===== config.mk =====
export PLATFORM = sky130hd
export DESIGN_NAME = rc_frame_parser_crc16_flat
export DESIGN_NICKNAME = d
export VERILOG_FILES = /design/src/rcfp_pkg.sv /design/src/rcfp_in_if.sv /design/src/rcfp_out_if.sv /design/src/rcfp_accum.sv /design/src/rcfp_result.sv /design/src/rc_frame_parser_crc16.sv /design/src/flat_wrapper.sv
export SDC_FILE = /design/constraint.sdc
export NUM_CORES = 1
export LEC_CHECK = 0
export BUFFER_PORTS_ARGS = -buffer_cell sky130_fd_sc_hd__buf_2
export CORE_MARGIN = 1.5
export CORE_UTILIZATION = 58
export CTS_CLUSTER_DIAMETER = 100
export DETAILED_ROUTE_END_ITERATION = 16
export PLACE_DENSITY = 0.79
export SETUP_SLACK_MARGIN = 0.1
export SLEW_MARGIN = 20
export SYNTH_ARGS = -nofsm -noshare
export SYNTH_HDL_FRONTEND = slang
export SYNTH_SLANG_ARGS = --single-unit
export TNS_END_PERCENT = 1

===== constraint.sdc =====
create_clock -name clk -period 4.66 [get_ports clk]
set_input_delay 0.466 -clock clk [delete_from_list [all_inputs] [get_ports clk]]
set_output_delay 0.466 -clock clk [all_outputs]
set_load 0.005 [all_outputs]

===== src/rcfp_pkg.sv =====
// Package for the remote-control frame parser: frame constants, status codes,
// the frame summary struct and the CRC-16/MCRF4XX byte update function.
// No dependencies.
`default_nettype none

package rcfp_pkg;

    localparam int FRAME_LEN = 21;
    localparam int STORE_LEN = 17;
    localparam int COUNT_W   = 5;
    localparam int STORE_OFS = 2;

    localparam logic [COUNT_W-1:0] COUNT_MAX   = 5'd31;
    localparam logic [COUNT_W-1:0] COUNT_FRAME = 5'd21;
    localparam logic [7:0]         HEAD_0      = 8'hA9;
    localparam logic [7:0]         HEAD_1      = 8'h53;
    localparam logic [15:0]        CRC_INIT    = 16'hFFFF;
    localparam logic [15:0]        CRC_POLY    = 16'h8408;
    localparam logic [10:0]        CENTRE      = 11'd1024;

    typedef enum logic [1:0] {
        ST_OK  = 2'd0,
        ST_LEN = 2'd1,
        ST_HDR = 2'd2,
        ST_CRC = 2'd3
    } status_t;

    typedef logic [STORE_LEN-1:0][7:0] payload_t;

    typedef struct packed {
        logic    done;
        status_t status;
    } frame_sum_t;

    function automatic logic [15:0] crc_byte(input logic [15:0] crc, input logic [7:0] b);
        logic [15:0] c;
        c = crc ^ {8'h00, b};
        for (int i = 0; i < 8; i++) begin
            if (c[0])
            begin
                c = (c >> 1) ^ CRC_POLY;
            end
            else
            begin
                c = c >> 1;
            end
        end
        return c;
    endfunction

endpackage

`default_nettype wire


===== src/rcfp_in_if.sv =====
// Input channel of the frame parser: one frame byte per item with a last flag.
// No dependencies.
`default_nettype none

interface rcfp_in_if;
    logic       valid;
    logic       ready;
    logic [7:0] data_byte;
    logic       frame_end;

    modport source (output valid, output data_byte, output frame_end, input ready);
    modport sink   (input valid, input data_byte, input frame_end, output ready);
endinterface

`default_nettype wire


===== src/rcfp_out_if.sv =====
// Result channel of the frame parser: status and decoded frame fields.
// No dependencies.
`default_nettype none

interface rcfp_out_if;
    logic               valid;
    logic               ready;
    logic        [1:0]  status;
    logic signed [10:0] stick_right_h;
    logic signed [10:0] stick_right_v;
    logic signed [10:0] stick_left_v;
    logic signed [10:0] stick_left_h;
    logic signed [10:0] wheel_pos;
    logic        [5:0]  switch_bits;
    logic signed [15:0] mouse_dx;
    logic signed [15:0] mouse_dy;
    logic signed [15:0] mouse_dz;
    logic        [5:0]  mouse_buttons;
    logic        [15:0] key_mask;

    modport source (
        output valid, input ready, output status,
        output stick_right_h, output stick_right_v, output stick_left_v,
        output stick_left_h, output wheel_pos, output switch_bits,
        output mouse_dx, output mouse_dy, output mouse_dz,
        output mouse_buttons, output key_mask
    );
    modport sink (
        input valid, output ready, input status,
        input stick_right_h, input stick_right_v, input stick_left_v,
        input stick_left_h, input wheel_pos, input switch_bits,
        input mouse_dx, input mouse_dy, input mouse_dz,
        input mouse_buttons, input key_mask
    );
endinterface

`default_nettype wire


===== src/rcfp_accum.sv =====
// Per-byte frame state: byte counter, running CRC, header check and payload
// store; reports the frame status when the last byte is taken. Uses rcfp_pkg.
`default_nettype none

module rcfp_accum (
    input  wire logic                clk,
    input  wire logic                rst_n,
    input  wire logic                accept,
    input  wire logic [7:0]          data_byte,
    input  wire logic                frame_end,
    output rcfp_pkg::frame_sum_t     frame_sum,
    output rcfp_pkg::payload_t       payload
);
    import rcfp_pkg::*;

    logic [COUNT_W-1:0] count_reg;
    logic [COUNT_W-1:0] count_next;
    logic [COUNT_W-1:0] count_inc;
    logic [15:0]        crc_reg;
    logic [15:0]        crc_next;
    logic [15:0]        crc_upd;
    logic               header_ok_reg;
    logic               header_ok_next;
    logic               header_upd;
    payload_t           store_reg;
    status_t            status;

    always_comb
    begin
        count_inc  = (count_reg < COUNT_MAX) ? count_reg + 5'd1 : count_reg;
        crc_upd    = crc_byte(crc_reg, data_byte);
        header_upd = header_ok_reg
                     && !(count_reg == 5'd0 && data_byte != HEAD_0)
                     && !(count_reg == 5'd1 && data_byte != HEAD_1);

        if (count_inc != COUNT_FRAME)
        begin
            status = ST_LEN;
        end
        else if (!header_upd)
        begin
            status = ST_HDR;
        end
        else if (crc_upd != 16'h0000)
        begin
            status = ST_CRC;
        end
        else
        begin
            status = ST_OK;
        end

        count_next     = count_reg;
        crc_next       = crc_reg;
        header_ok_next = header_ok_reg;
        if (accept)
        begin
            if (frame_end)
            begin
                count_next     = '0;
                crc_next       = CRC_INIT;
                header_ok_next = 1'b1;
            end
            else
            begin
                count_next     = count_inc;
                crc_next       = crc_upd;
                header_ok_next = header_upd;
            end
        end
    end

    always_ff @(posedge clk or negedge rst_n)
    begin
        if (!rst_n)
        begin
            count_reg     <= '0;
            crc_reg       <= CRC_INIT;
            header_ok_reg <= 1'b1;
        end
        else
        begin
            count_reg     <= count_next;
            crc_reg       <= crc_next;
            header_ok_reg <= header_ok_next;
        end
    end

    // Frame bytes 2 to 18 land in the store; each entry has a fixed index.
    always_ff @(posedge clk)
    begin
        for (int i = 0; i < STORE_LEN; i++) begin
            if (accept && count_reg == COUNT_W'(i + STORE_OFS))
            begin
                store_reg[i] <= data_byte;
            end
        end
    end

    assign frame_sum.done   = accept && frame_end;
    assign frame_sum.status = status;
    assign payload          = store_reg;

    assert property (@(posedge clk) disable iff (!rst_n)
        (accept && frame_end) |=> (count_reg == '0 && crc_reg == CRC_INIT && header_ok_reg))
        else $error("frame state not restarted after the last byte");

    assert property (@(posedge clk) disable iff (!rst_n)
        (accept && !frame_end && count_reg == COUNT_MAX) |=> (count_reg == COUNT_MAX))
        else $error("byte counter did not saturate");

    assert property (@(posedge clk) disable iff (!rst_n)
        (!accept) |=> ($stable(count_reg) && $stable(crc_reg) && $stable(header_ok_reg)))
        else $error("frame state changed without an accepted item");

endmodule

`default_nettype wire


===== src/rcfp_result.sv =====
// Result stage: decodes the stored payload into the output fields and holds
// the result item in a register until taken. Uses rcfp_pkg and rcfp_out_if.
`default_nettype none

module rcfp_result (
    input  wire logic                 clk,
    input  wire logic                 rst_n,
    input  wire rcfp_pkg::frame_sum_t frame_sum,
    input  wire rcfp_pkg::payload_t   payload,
    output logic                      can_take,
    rcfp_out_if.source                res
);
    import rcfp_pkg::*;

    logic [63:0] bits;
    logic        good;
    logic        res_valid_reg;
    logic        res_valid_next;
    status_t     status_reg;
    logic [10:0] srh_reg;
    logic [10:0] srv_reg;
    logic [10:0] slv_reg;
    logic [10:0] slh_reg;
    logic [10:0] wheel_reg;
    logic [5:0]  switch_reg;
    logic [15:0] dx_reg;
    logic [15:0] dy_reg;
    logic [15:0] dz_reg;
    logic [5:0]  buttons_reg;
    logic [15:0] keys_reg;

    assign bits     = payload[7:0];
    assign good     = (frame_sum.status == ST_OK);
    assign can_take = !res_valid_reg || res.ready;

    always_comb
    begin
        res_valid_next = res_valid_reg;
        if (frame_sum.done)
        begin
            res_valid_next = 1'b1;
        end
        else if (res.ready)
        begin
            res_valid_next = 1'b0;
        end
    end

    always_ff @(posedge clk or negedge rst_n)
    begin
        if (!rst_n)
        begin
            res_valid_reg <= 1'b0;
        end
        else
        begin
            res_valid_reg <= res_valid_next;
        end
    end

    always_ff @(posedge clk)
    begin
        if (frame_sum.done)
        begin
            status_reg  <= frame_sum.status;
            srh_reg     <= good ? bits[10:0]  - CENTRE : '0;
            srv_reg     <= good ? bits[21:11] - CENTRE : '0;
            slv_reg     <= good ? bits[32:22] - CENTRE : '0;
            slh_reg     <= good ? bits[43:33] - CENTRE : '0;
            wheel_reg   <= good ? bits[59:49] - CENTRE : '0;
            switch_reg  <= good ? {bits[60], bits[48:44]} : '0;
            dx_reg      <= good ? {payload[9], payload[8]} : '0;
            dy_reg      <= good ? {payload[11], payload[10]} : '0;
            dz_reg      <= good ? {payload[13], payload[12]} : '0;
            buttons_reg <= good ? payload[14][5:0] : '0;
            keys_reg    <= good ? {payload[16], payload[15]} : '0;
        end
    end

    assign res.valid         = res_valid_reg;
    assign res.status        = status_reg;
    assign res.stick_right_h = $signed(srh_reg);
    assign res.stick_right_v = $signed(srv_reg);
    assign res.stick_left_v  = $signed(slv_reg);
    assign res.stick_left_h  = $signed(slh_reg);
    assign res.wheel_pos     = $signed(wheel_reg);
    assign res.switch_bits   = switch_reg;
    assign res.mouse_dx      = $signed(dx_reg);
    assign res.mouse_dy      = $signed(dy_reg);
    assign res.mouse_dz      = $signed(dz_reg);
    assign res.mouse_buttons = buttons_reg;
    assign res.key_mask      = keys_reg;

    assert property (@(posedge clk) disable iff (!rst_n)
        (res_valid_reg && status_reg != ST_OK) |->
            (keys_reg == '0 && dx_reg == '0 && dy_reg == '0 && dz_reg == '0
             && srh_reg == '0 && wheel_reg == '0 && switch_reg == '0 && buttons_reg == '0))
        else $error("error result carries nonzero data");

    assert property (@(posedge clk) disable iff (!rst_n)
        frame_sum.done |=> res_valid_reg)
        else $error("last byte did not produce a result item");

    assert property (@(posedge clk) disable iff (!rst_n)
        frame_sum.done |-> can_take)
        else $error("frame ended while the result register was blocked");

endmodule

`default_nettype wire


===== src/rc_frame_parser_crc16.sv =====
// Top level of the remote-control frame parser with CRC-16/MCRF4XX check.
// Uses rcfp_pkg, rcfp_in_if, rcfp_out_if, rcfp_accum and rcfp_result.
//
//   Channel     Dir   Item
//   byte_in     in    data_byte[7:0], frame_end
//   result_out  out   status[1:0], sticks, wheel, switches, mouse, keys
//
// One byte is taken per cycle unless input is held off; the result of a frame is registered
// and appears in the cycle after its last byte. CRC update, header check and store write act in the byte's cycle.
// Reset clears the byte counter, sets the CRC to FFFF and drops the result.
// Input is held off only while a result waits and the sink is not ready.
`default_nettype none

module rc_frame_parser_crc16 (
    input  wire logic   clk,
    input  wire logic   rst_n,
    rcfp_in_if.sink     byte_in,
    rcfp_out_if.source  result_out
);
    import rcfp_pkg::*;

    logic       can_take;
    logic       accept;
    frame_sum_t frame_sum;
    payload_t   payload;

    assign byte_in.ready = can_take;
    assign accept        = byte_in.valid && can_take;

    rcfp_accum u_accum (
        .clk       (clk),
        .rst_n     (rst_n),
        .accept    (accept),
        .data_byte (byte_in.data_byte),
        .frame_end (byte_in.frame_end),
        .frame_sum (frame_sum),
        .payload   (payload)
    );

    rcfp_result u_result (
        .clk       (clk),
        .rst_n     (rst_n),
        .frame_sum (frame_sum),
        .payload   (payload),
        .can_take  (can_take),
        .res       (result_out)
    );

endmodule

`default_nettype wire


===== src/flat_wrapper.sv =====
// flat-port wrapper written by rule: the top's interface ports become plain ports
module rc_frame_parser_crc16_flat import rcfp_pkg::*;
  (clk, rst_n, byte_in_valid, byte_in_data_byte, byte_in_frame_end, byte_in_ready, result_out_valid, result_out_ready, result_out_status, result_out_stick_right_h, result_out_stick_right_v, result_out_stick_left_v, result_out_stick_left_h, result_out_wheel_pos, result_out_switch_bits, result_out_mouse_dx, result_out_mouse_dy, result_out_mouse_dz, result_out_mouse_buttons, result_out_key_mask);
  rcfp_in_if byte_in_i ();
  rcfp_out_if result_out_i ();
  input  wire logic clk;
  input  wire logic rst_n;
  input wire logic [$bits(byte_in_i.valid)-1:0] byte_in_valid;
  input wire logic [$bits(byte_in_i.data_byte)-1:0] byte_in_data_byte;
  input wire logic [$bits(byte_in_i.frame_end)-1:0] byte_in_frame_end;
  output wire logic [$bits(byte_in_i.ready)-1:0] byte_in_ready;
  output wire logic [$bits(result_out_i.valid)-1:0] result_out_valid;
  input wire logic [$bits(result_out_i.ready)-1:0] result_out_ready;
  output wire logic [$bits(result_out_i.status)-1:0] result_out_status;
  output wire logic [$bits(result_out_i.stick_right_h)-1:0] result_out_stick_right_h;
  output wire logic [$bits(result_out_i.stick_right_v)-1:0] result_out_stick_right_v;
  output wire logic [$bits(result_out_i.stick_left_v)-1:0] result_out_stick_left_v;
  output wire logic [$bits(result_out_i.stick_left_h)-1:0] result_out_stick_left_h;
  output wire logic [$bits(result_out_i.wheel_pos)-1:0] result_out_wheel_pos;
  output wire logic [$bits(result_out_i.switch_bits)-1:0] result_out_switch_bits;
  output wire logic [$bits(result_out_i.mouse_dx)-1:0] result_out_mouse_dx;
  output wire logic [$bits(result_out_i.mouse_dy)-1:0] result_out_mouse_dy;
  output wire logic [$bits(result_out_i.mouse_dz)-1:0] result_out_mouse_dz;
  output wire logic [$bits(result_out_i.mouse_buttons)-1:0] result_out_mouse_buttons;
  output wire logic [$bits(result_out_i.key_mask)-1:0] result_out_key_mask;
  assign byte_in_i.valid = byte_in_valid;
  assign byte_in_i.data_byte = byte_in_data_byte;
  assign byte_in_i.frame_end = byte_in_frame_end;
  assign byte_in_ready = byte_in_i.ready;
  assign result_out_valid = result_out_i.valid;
  assign result_out_i.ready = result_out_ready;
  assign result_out_status = result_out_i.status;
  assign result_out_stick_right_h = result_out_i.stick_right_h;
  assign result_out_stick_right_v = result_out_i.stick_right_v;
  assign result_out_stick_left_v = result_out_i.stick_left_v;
  assign result_out_stick_left_h = result_out_i.stick_left_h;
  assign result_out_wheel_pos = result_out_i.wheel_pos;
  assign result_out_switch_bits = result_out_i.switch_bits;
  assign result_out_mouse_dx = result_out_i.mouse_dx;
  assign result_out_mouse_dy = result_out_i.mouse_dy;
  assign result_out_mouse_dz = result_out_i.mouse_dz;
  assign result_out_mouse_buttons = result_out_i.mouse_buttons;
  assign result_out_key_mask = result_out_i.key_mask;
  rc_frame_parser_crc16 u_core (.clk(clk), .rst_n(rst_n), .byte_in(byte_in_i), .result_out(result_out_i));
endmodule

### Yosys cells after proc, flatten, opt, wreduce, memory -nomap -nowiden

Index checks and enable logic that the tools add are counted.

| operators by class | value |
|---|---|
| add/subtract/negate cells | 6 |
| multiply operators | 0 |
| divide/modulo/power cells | 0 |
| order comparisons | 1 |
| equal/unequal tests | 21 |
| shift-type cells | 0 |
| multiplexer cells | 17 |
| bitwise gates (word level) | 9 |
| reductions and logical operators | 31 |

Operators by type and width:

| operator | count |
|---|---|
| 16-bit 2-to-1 mux | 9 |
| 11-bit subtractor, second input constant | 5 |
| 5-bit by 4-bit equality test with 1-bit output, second input constant | 8 |
| 2-bit inverter with 3-bit output | 8 |
| 1-bit logical AND | 23 |
| 5-bit by 3-bit equality test with 1-bit output, second input constant | 4 |
| 16-bit nonzero test | 1 |
| 16-bit by 8-bit XOR with 16-bit output | 1 |
| 5-bit equality test, second input constant | 3 |
| 5-bit by 2-bit equality test with 1-bit output, second input constant | 2 |
| 5-bit 2-to-1 mux | 2 |
| 8-bit by 7-bit != test with 1-bit output, second input constant | 1 |
| 8-bit != test, second input constant | 1 |
| 2-bit 2-to-1 mux | 3 |
| 5-bit by 1-bit adder with 5-bit output, second input constant | 1 |
| 5-bit by 1-bit equality test with 1-bit output, second input constant | 1 |
| 5-bit zero test | 1 |
| 5-bit < comparator, second input constant | 1 |
| 5-bit != test, second input constant | 1 |
| 1-bit zero test | 3 |
| 1-bit 2-to-1 mux | 3 |
| 2-bit zero test | 1 |
| 2-bit nonzero test | 1 |
| 1-bit logical OR | 1 |

| word-level totals | value |
|---|---|
| bits in registers | 287 |
| bits in latches | 0 |
| memory bits (writable) | 0 |
| bits in read-only memories | 0 |
| input port bits | 13 |
| logic and storage cells | 118 |
| memories kept | 0 |

### Depth between registers and ports, before layout

| logic depth | value |
|---|---|
| depth after elaboration | 22 |
| gate-level depth with buffers | 10 |

### Hierarchy

From an unflattened synthesis, not the netlist that was laid out.

| second synthesis, totals | value |
|---|---|
| cell total of the unflattened synthesis | 579 |
| area, all modules | 10528.8 um2 |

By module, submodules not included:

| module | instances | cells an instance | area an instance (um2) |
|---|---|---|---|
| rcfp_accum | 1 | 296 | 5580.4 |
| rcfp_result | 1 | 282 | 4942.2 |
| rc_frame_parser_crc16 | 1 | 1 | 6.3 |

### Least setup slack after synthesis

Ideal clock, no wire load.

| path | value |
|---|---|
| kind | input to register |
| from | input result_out_ready |
| to | register u_core.u_result.keys_reg[0] (netlist: u_core.u_result.res.key_mask[0]), enable pin |
| library setup time | 0.487 ns |
| data arrival time | 3.666 ns |
| required time | 4.173 ns |
| path slack | 0.507 ns |
| cell stages on the path | 5 |
| path buffers | 1 |
| cell sequence | nand2b_1 -> and2_1 -> clkbuf_1 -> nand2_1 -> inv_1 |

RTL lines:

| what | line | RTL |
|---|---|---|
| from (decl) | flat_wrapper.sv:13 | `input wire logic [$bits(result_out_i.ready)-1:0] result_out_ready;` |
| to (signal assigned) | rcfp_result.sv:76 | `keys_reg <= good ? {payload[16], payload[15]} : '0;` |
| to (decl) | rcfp_result.sv:30 | `logic [15:0] keys_reg;` |

### Worst setup path after layout

| path | value |
|---|---|
| from | register u_core.u_accum.count_reg[0] |
| to | register u_core.u_result.dy_reg[6] (netlist: u_core.u_result.res.mouse_dy[6]) (data pin) |

| on the way | value |
|---|---|
| word-level cells in the longest chain between the ends | 8 |
| elaborated cells between the ends (all ways) | 15 |

RTL lines:

| what | line | RTL |
|---|---|---|
| from (decl) | rcfp_accum.sv:16 | `logic [COUNT_W-1:0] count_reg;` |
| from (signal assigned) | rcfp_accum.sv:83 | `count_reg <= count_next;` |
| branches (longest 6 deep; another with 5-bit by 1-bit adder with 5-bit output) | -- |  |
| 2-bit 2-to-1 mux (*) | rcfp_accum.sv:36 | `if (count_inc != COUNT_FRAME)` |
| 2-bit zero test (*) | rcfp_result.sv:33 | `assign good = (frame_sum.status == ST_OK);` |
| to (signal assigned) | rcfp_result.sv:73 | `dy_reg <= good ? {payload[11], payload[10]} : '0;` |
| to (decl) | rcfp_result.sv:27 | `logic [15:0] dy_reg;` |

Every way passes the cells marked *.
A chain may end at the register's enable or synchronous reset.

==> summary.txt <==
Clocking
  • CTS buffer count: 28
  • Clock Path Buffers: 3
  • Sink Count: 287
  • Hold Buf Count CTS: 1
  • Worst-path clk slew: 70 ps
  • H-Tree Depth: 1
  • PostCTS Resize Cnt: 0
  • CTS tree: yes
  • Clk_lat worst skew: 550 ps
  • Root Buffer Master: clkbuf_16
  • Setup Fix Bufs, Post-CTS: 0

Setup path
  • Crit path capture type: flop
  • Required time worst endpoint: 4970 ps
  • Startpoint types: flop
  • WS Path Type: flop to flop
  • CP arrival: 3640 ps
  • Crit-path max FO: 90

STA
  • Final setup violating endpoints: 0
  • Setup TNS: 0 ps
  • Final hold violations: 0
  • Hold WS: 266 ps
  • Minimum clock period: 3330 ps
  • Clk_skew: 19.3 ps
  • Unrepaired setup endpoints after global routing: no
  • Fmax: 300 MHz
  • Worst-Margin Slew: 1130 ps
  • Pins Over Slew Limit: 0
  • Worst rel slew slack: 0.244
  • Fin crit share: 0.715

Power and ir drop
  • PD cells: 455 nW/um^2
  • Worst VDD drop: 0.000388 V
  • P_leak: 4.32 nW

Routing
  • Via density: 5.83
  • Drt initial violations: 629
  • Drt first pass iters: 5
  • DRC viols: 0
  • Final WL: 23300 um
  • Detailed-route via count: 6814
  • Antenna Nets Post-Route: 0
  • Wire length per cell: 20.0 um

Layout
  • Final net count: 903
  • Area Growth Syn to Fin: 14.7%
  • # diodes: 0
  • Max reg flops: 131
  • Layout cell share with drive strength beyond 1: 0.343
  • Fillers: 1335

Logic synthesis
  • Yosys reg bits: 287
  • Cell taking the most area after synthesis: edfxtp_1
  • Sequential-to-total area share from yosys stat: 0.725
  • Synth top area cells: edfxtp_1 (67%), nor4_2 (8.5%), nand2_1 (4.4%)
  • FFs w/ async S/R, synth: 0.0801
  • Synth Cell Area: 11800 um^2
  • Top post-synthesis cells by count: edfxtp_1 (264), nand2_1 (139), nor4_2 (80)
  • Count of cell types in the netlist: 49
  • Syn_nets: 774
  • Mapped Cells: 756
  • Synth warn: 0
  • Share of the synthesized area in the top cell type: 0.675
  • Most frequent cell after synthesis: edfxtp_1
  • Synth Area per Inst: 15.5 um^2
  • Dominant register cell in the synthesized netlist: edfxtp_1
  • Number of synthesized flops with an enable pin: 264

GRT
  • Global-route usage over all layers: 0.221
  • Vias in the first global route: 6478
  • Initial antenna violation count: 0
  • Largest net degree at the start of global routing: 91
  • First-pass GRT wire length: 36400 um
  • Final global-route overflow total: 0

Run status
  • Outcome: completed

Floorplanning
  • Die Area: 21100 um^2
  • Site Rows: 51
  • Initial Util: 0.598
  • Die height: 145 um
  • IO Count: 148
  • Die width: 145 um
  • Core area: 19700 um^2

Place
  • Routability cong.: 0.829
  • DP HPWL: 13300 um
  • IO Port Bufs: 147

Worst hold path
  • Worst hold path class: input pin to flop

Run
  • Max Cap Viol: 0
## area by class of cell
| class | count | area (um^2) | share of cell area |
|---|---|---|---|
| Sequential cell | 287 | 8520 | 0.633 |
| Multi-Input combinational cell | 398 | 2850 | 0.211 |
| Timing Repair Buffer | 165 | 923 | 0.0685 |
| Clock buffer | 37 | 744 | 0.0553 |
| Inverter | 5 | 21.3 | 0.00158 |
| Clock inverter | 12 | 81.3 | 0.00604 |
| Tap cell | 265 | 332 | 0.0246 |
## per-layer routing
| metal | global-route usage | vias up | part of all wire |
|---|---|---|---|
| met2 | 0.351 | 283 | 0.49 |
| met5 | 0 | - | 0 |
| li1 | - | 3119 | - |
| met3 | 0.0345 | 53 | 0.067 |
| met1 | 0.314 | 3359 | 0.41 |
| met4 | 0.0832 | 0 | 0.031 |
## critical path: stages (launching register included)
cell and delay (ps):
dfrtp_1 460, ha_1 340, and3_1 220, ha_1 300
nor3_1 140, and3_4 810, buf_4 370, nand2_1 80
nor4_1 310
## logic make-up (layout without fill, tap and decap cells)
| logic type | after synthesis | count (layout) | synth area share |
|---|---|---|---|
| AO/OA/AOI/OAI | 36 | 36 | 0.0211 |
| buffers and inverters | 71 | 219 | 0.0344 |
| flip-flops | 287 | 287 | 0.725 |
| multiplexers | 1 | 1 | 0.000852 |
| AND/OR/NAND/NOR | 331 | 331 | 0.187 |
| adder cells (fa/ha/maj) | 5 | 5 | 0.00532 |
| XOR/XNOR | 25 | 25 | 0.0258 |
## metrics by stage
step	instances	setup slack, ps	utilization	instance area (um^2)	power, W
CTS	1169	1390	0.685	13500	0.00616
global placement	1119	1330	0.643	12600	0.00413
finish	1169	1330	0.685	13500	0.00613
floorplan	756	507	-	11800	0.00398
global route	1169	1100	0.685	13500	0.00636
detailed placement	1119	1260	0.643	12600	0.00415
## where the power goes
| part | switching [W] | internal [W] | total (W) |
|---|---|---|---|
| clock | 0.000905 | 0.00112 | 0.00203 |
| combinational | 0.000741 | 0.000315 | 0.00106 |
| sequential | 0.0000806 | 0.00297 | 0.00305 |
| total | 0.00173 | 0.00441 | 0.00613 |
## cell usage in the layout (no fill, tap or decap), types with 4 or more instances in the layout
cell	n
a21oi_1	13
and3_1	14
buf_12	4
buf_2	147
buf_4	13
clkbuf_1	8
clkbuf_16	28
clkinv_1	6
dfrtp_1	6
dfstp_2	17
edfxtp_1	264
ha_1	5
inv_1	4
nand2_1	139
nand2b_1	8
nor2_1	17
nor4_1	52
nor4_2	80
o21ai_0	4
o22a_1	6
xnor2_1	8
xnor2_2	4
xor2_1	9
## path summary, 6_finish.rpt
| kind | startpoint | to | cells past startpoint | slack, ps |
|---|---|---|---|---|
| max in group asynchronous | rst_n | u_core.u_accum.crc_reg[8] | 2 | 3840 |
| min reg2reg | u_core.u_accum.crc_reg[5] | u_core.u_accum.crc_reg[5] | 2 | 490 |
| min in group asynchronous | rst_n | u_core.u_result.res.valid | 2 | 440 |
| max | u_core.u_accum.count_reg[0] | u_core.u_result.res.mouse_dy[6] | 8 | 1330 |
| min | byte_in_frame_end | u_core.u_accum.crc_reg[11] | 2 | 270 |
| max reg2reg | u_core.u_accum.count_reg[0] | u_core.u_result.res.mouse_dy[6] | 8 | 1330 |
No activity file was read; power rests on OpenSTA's default activity.
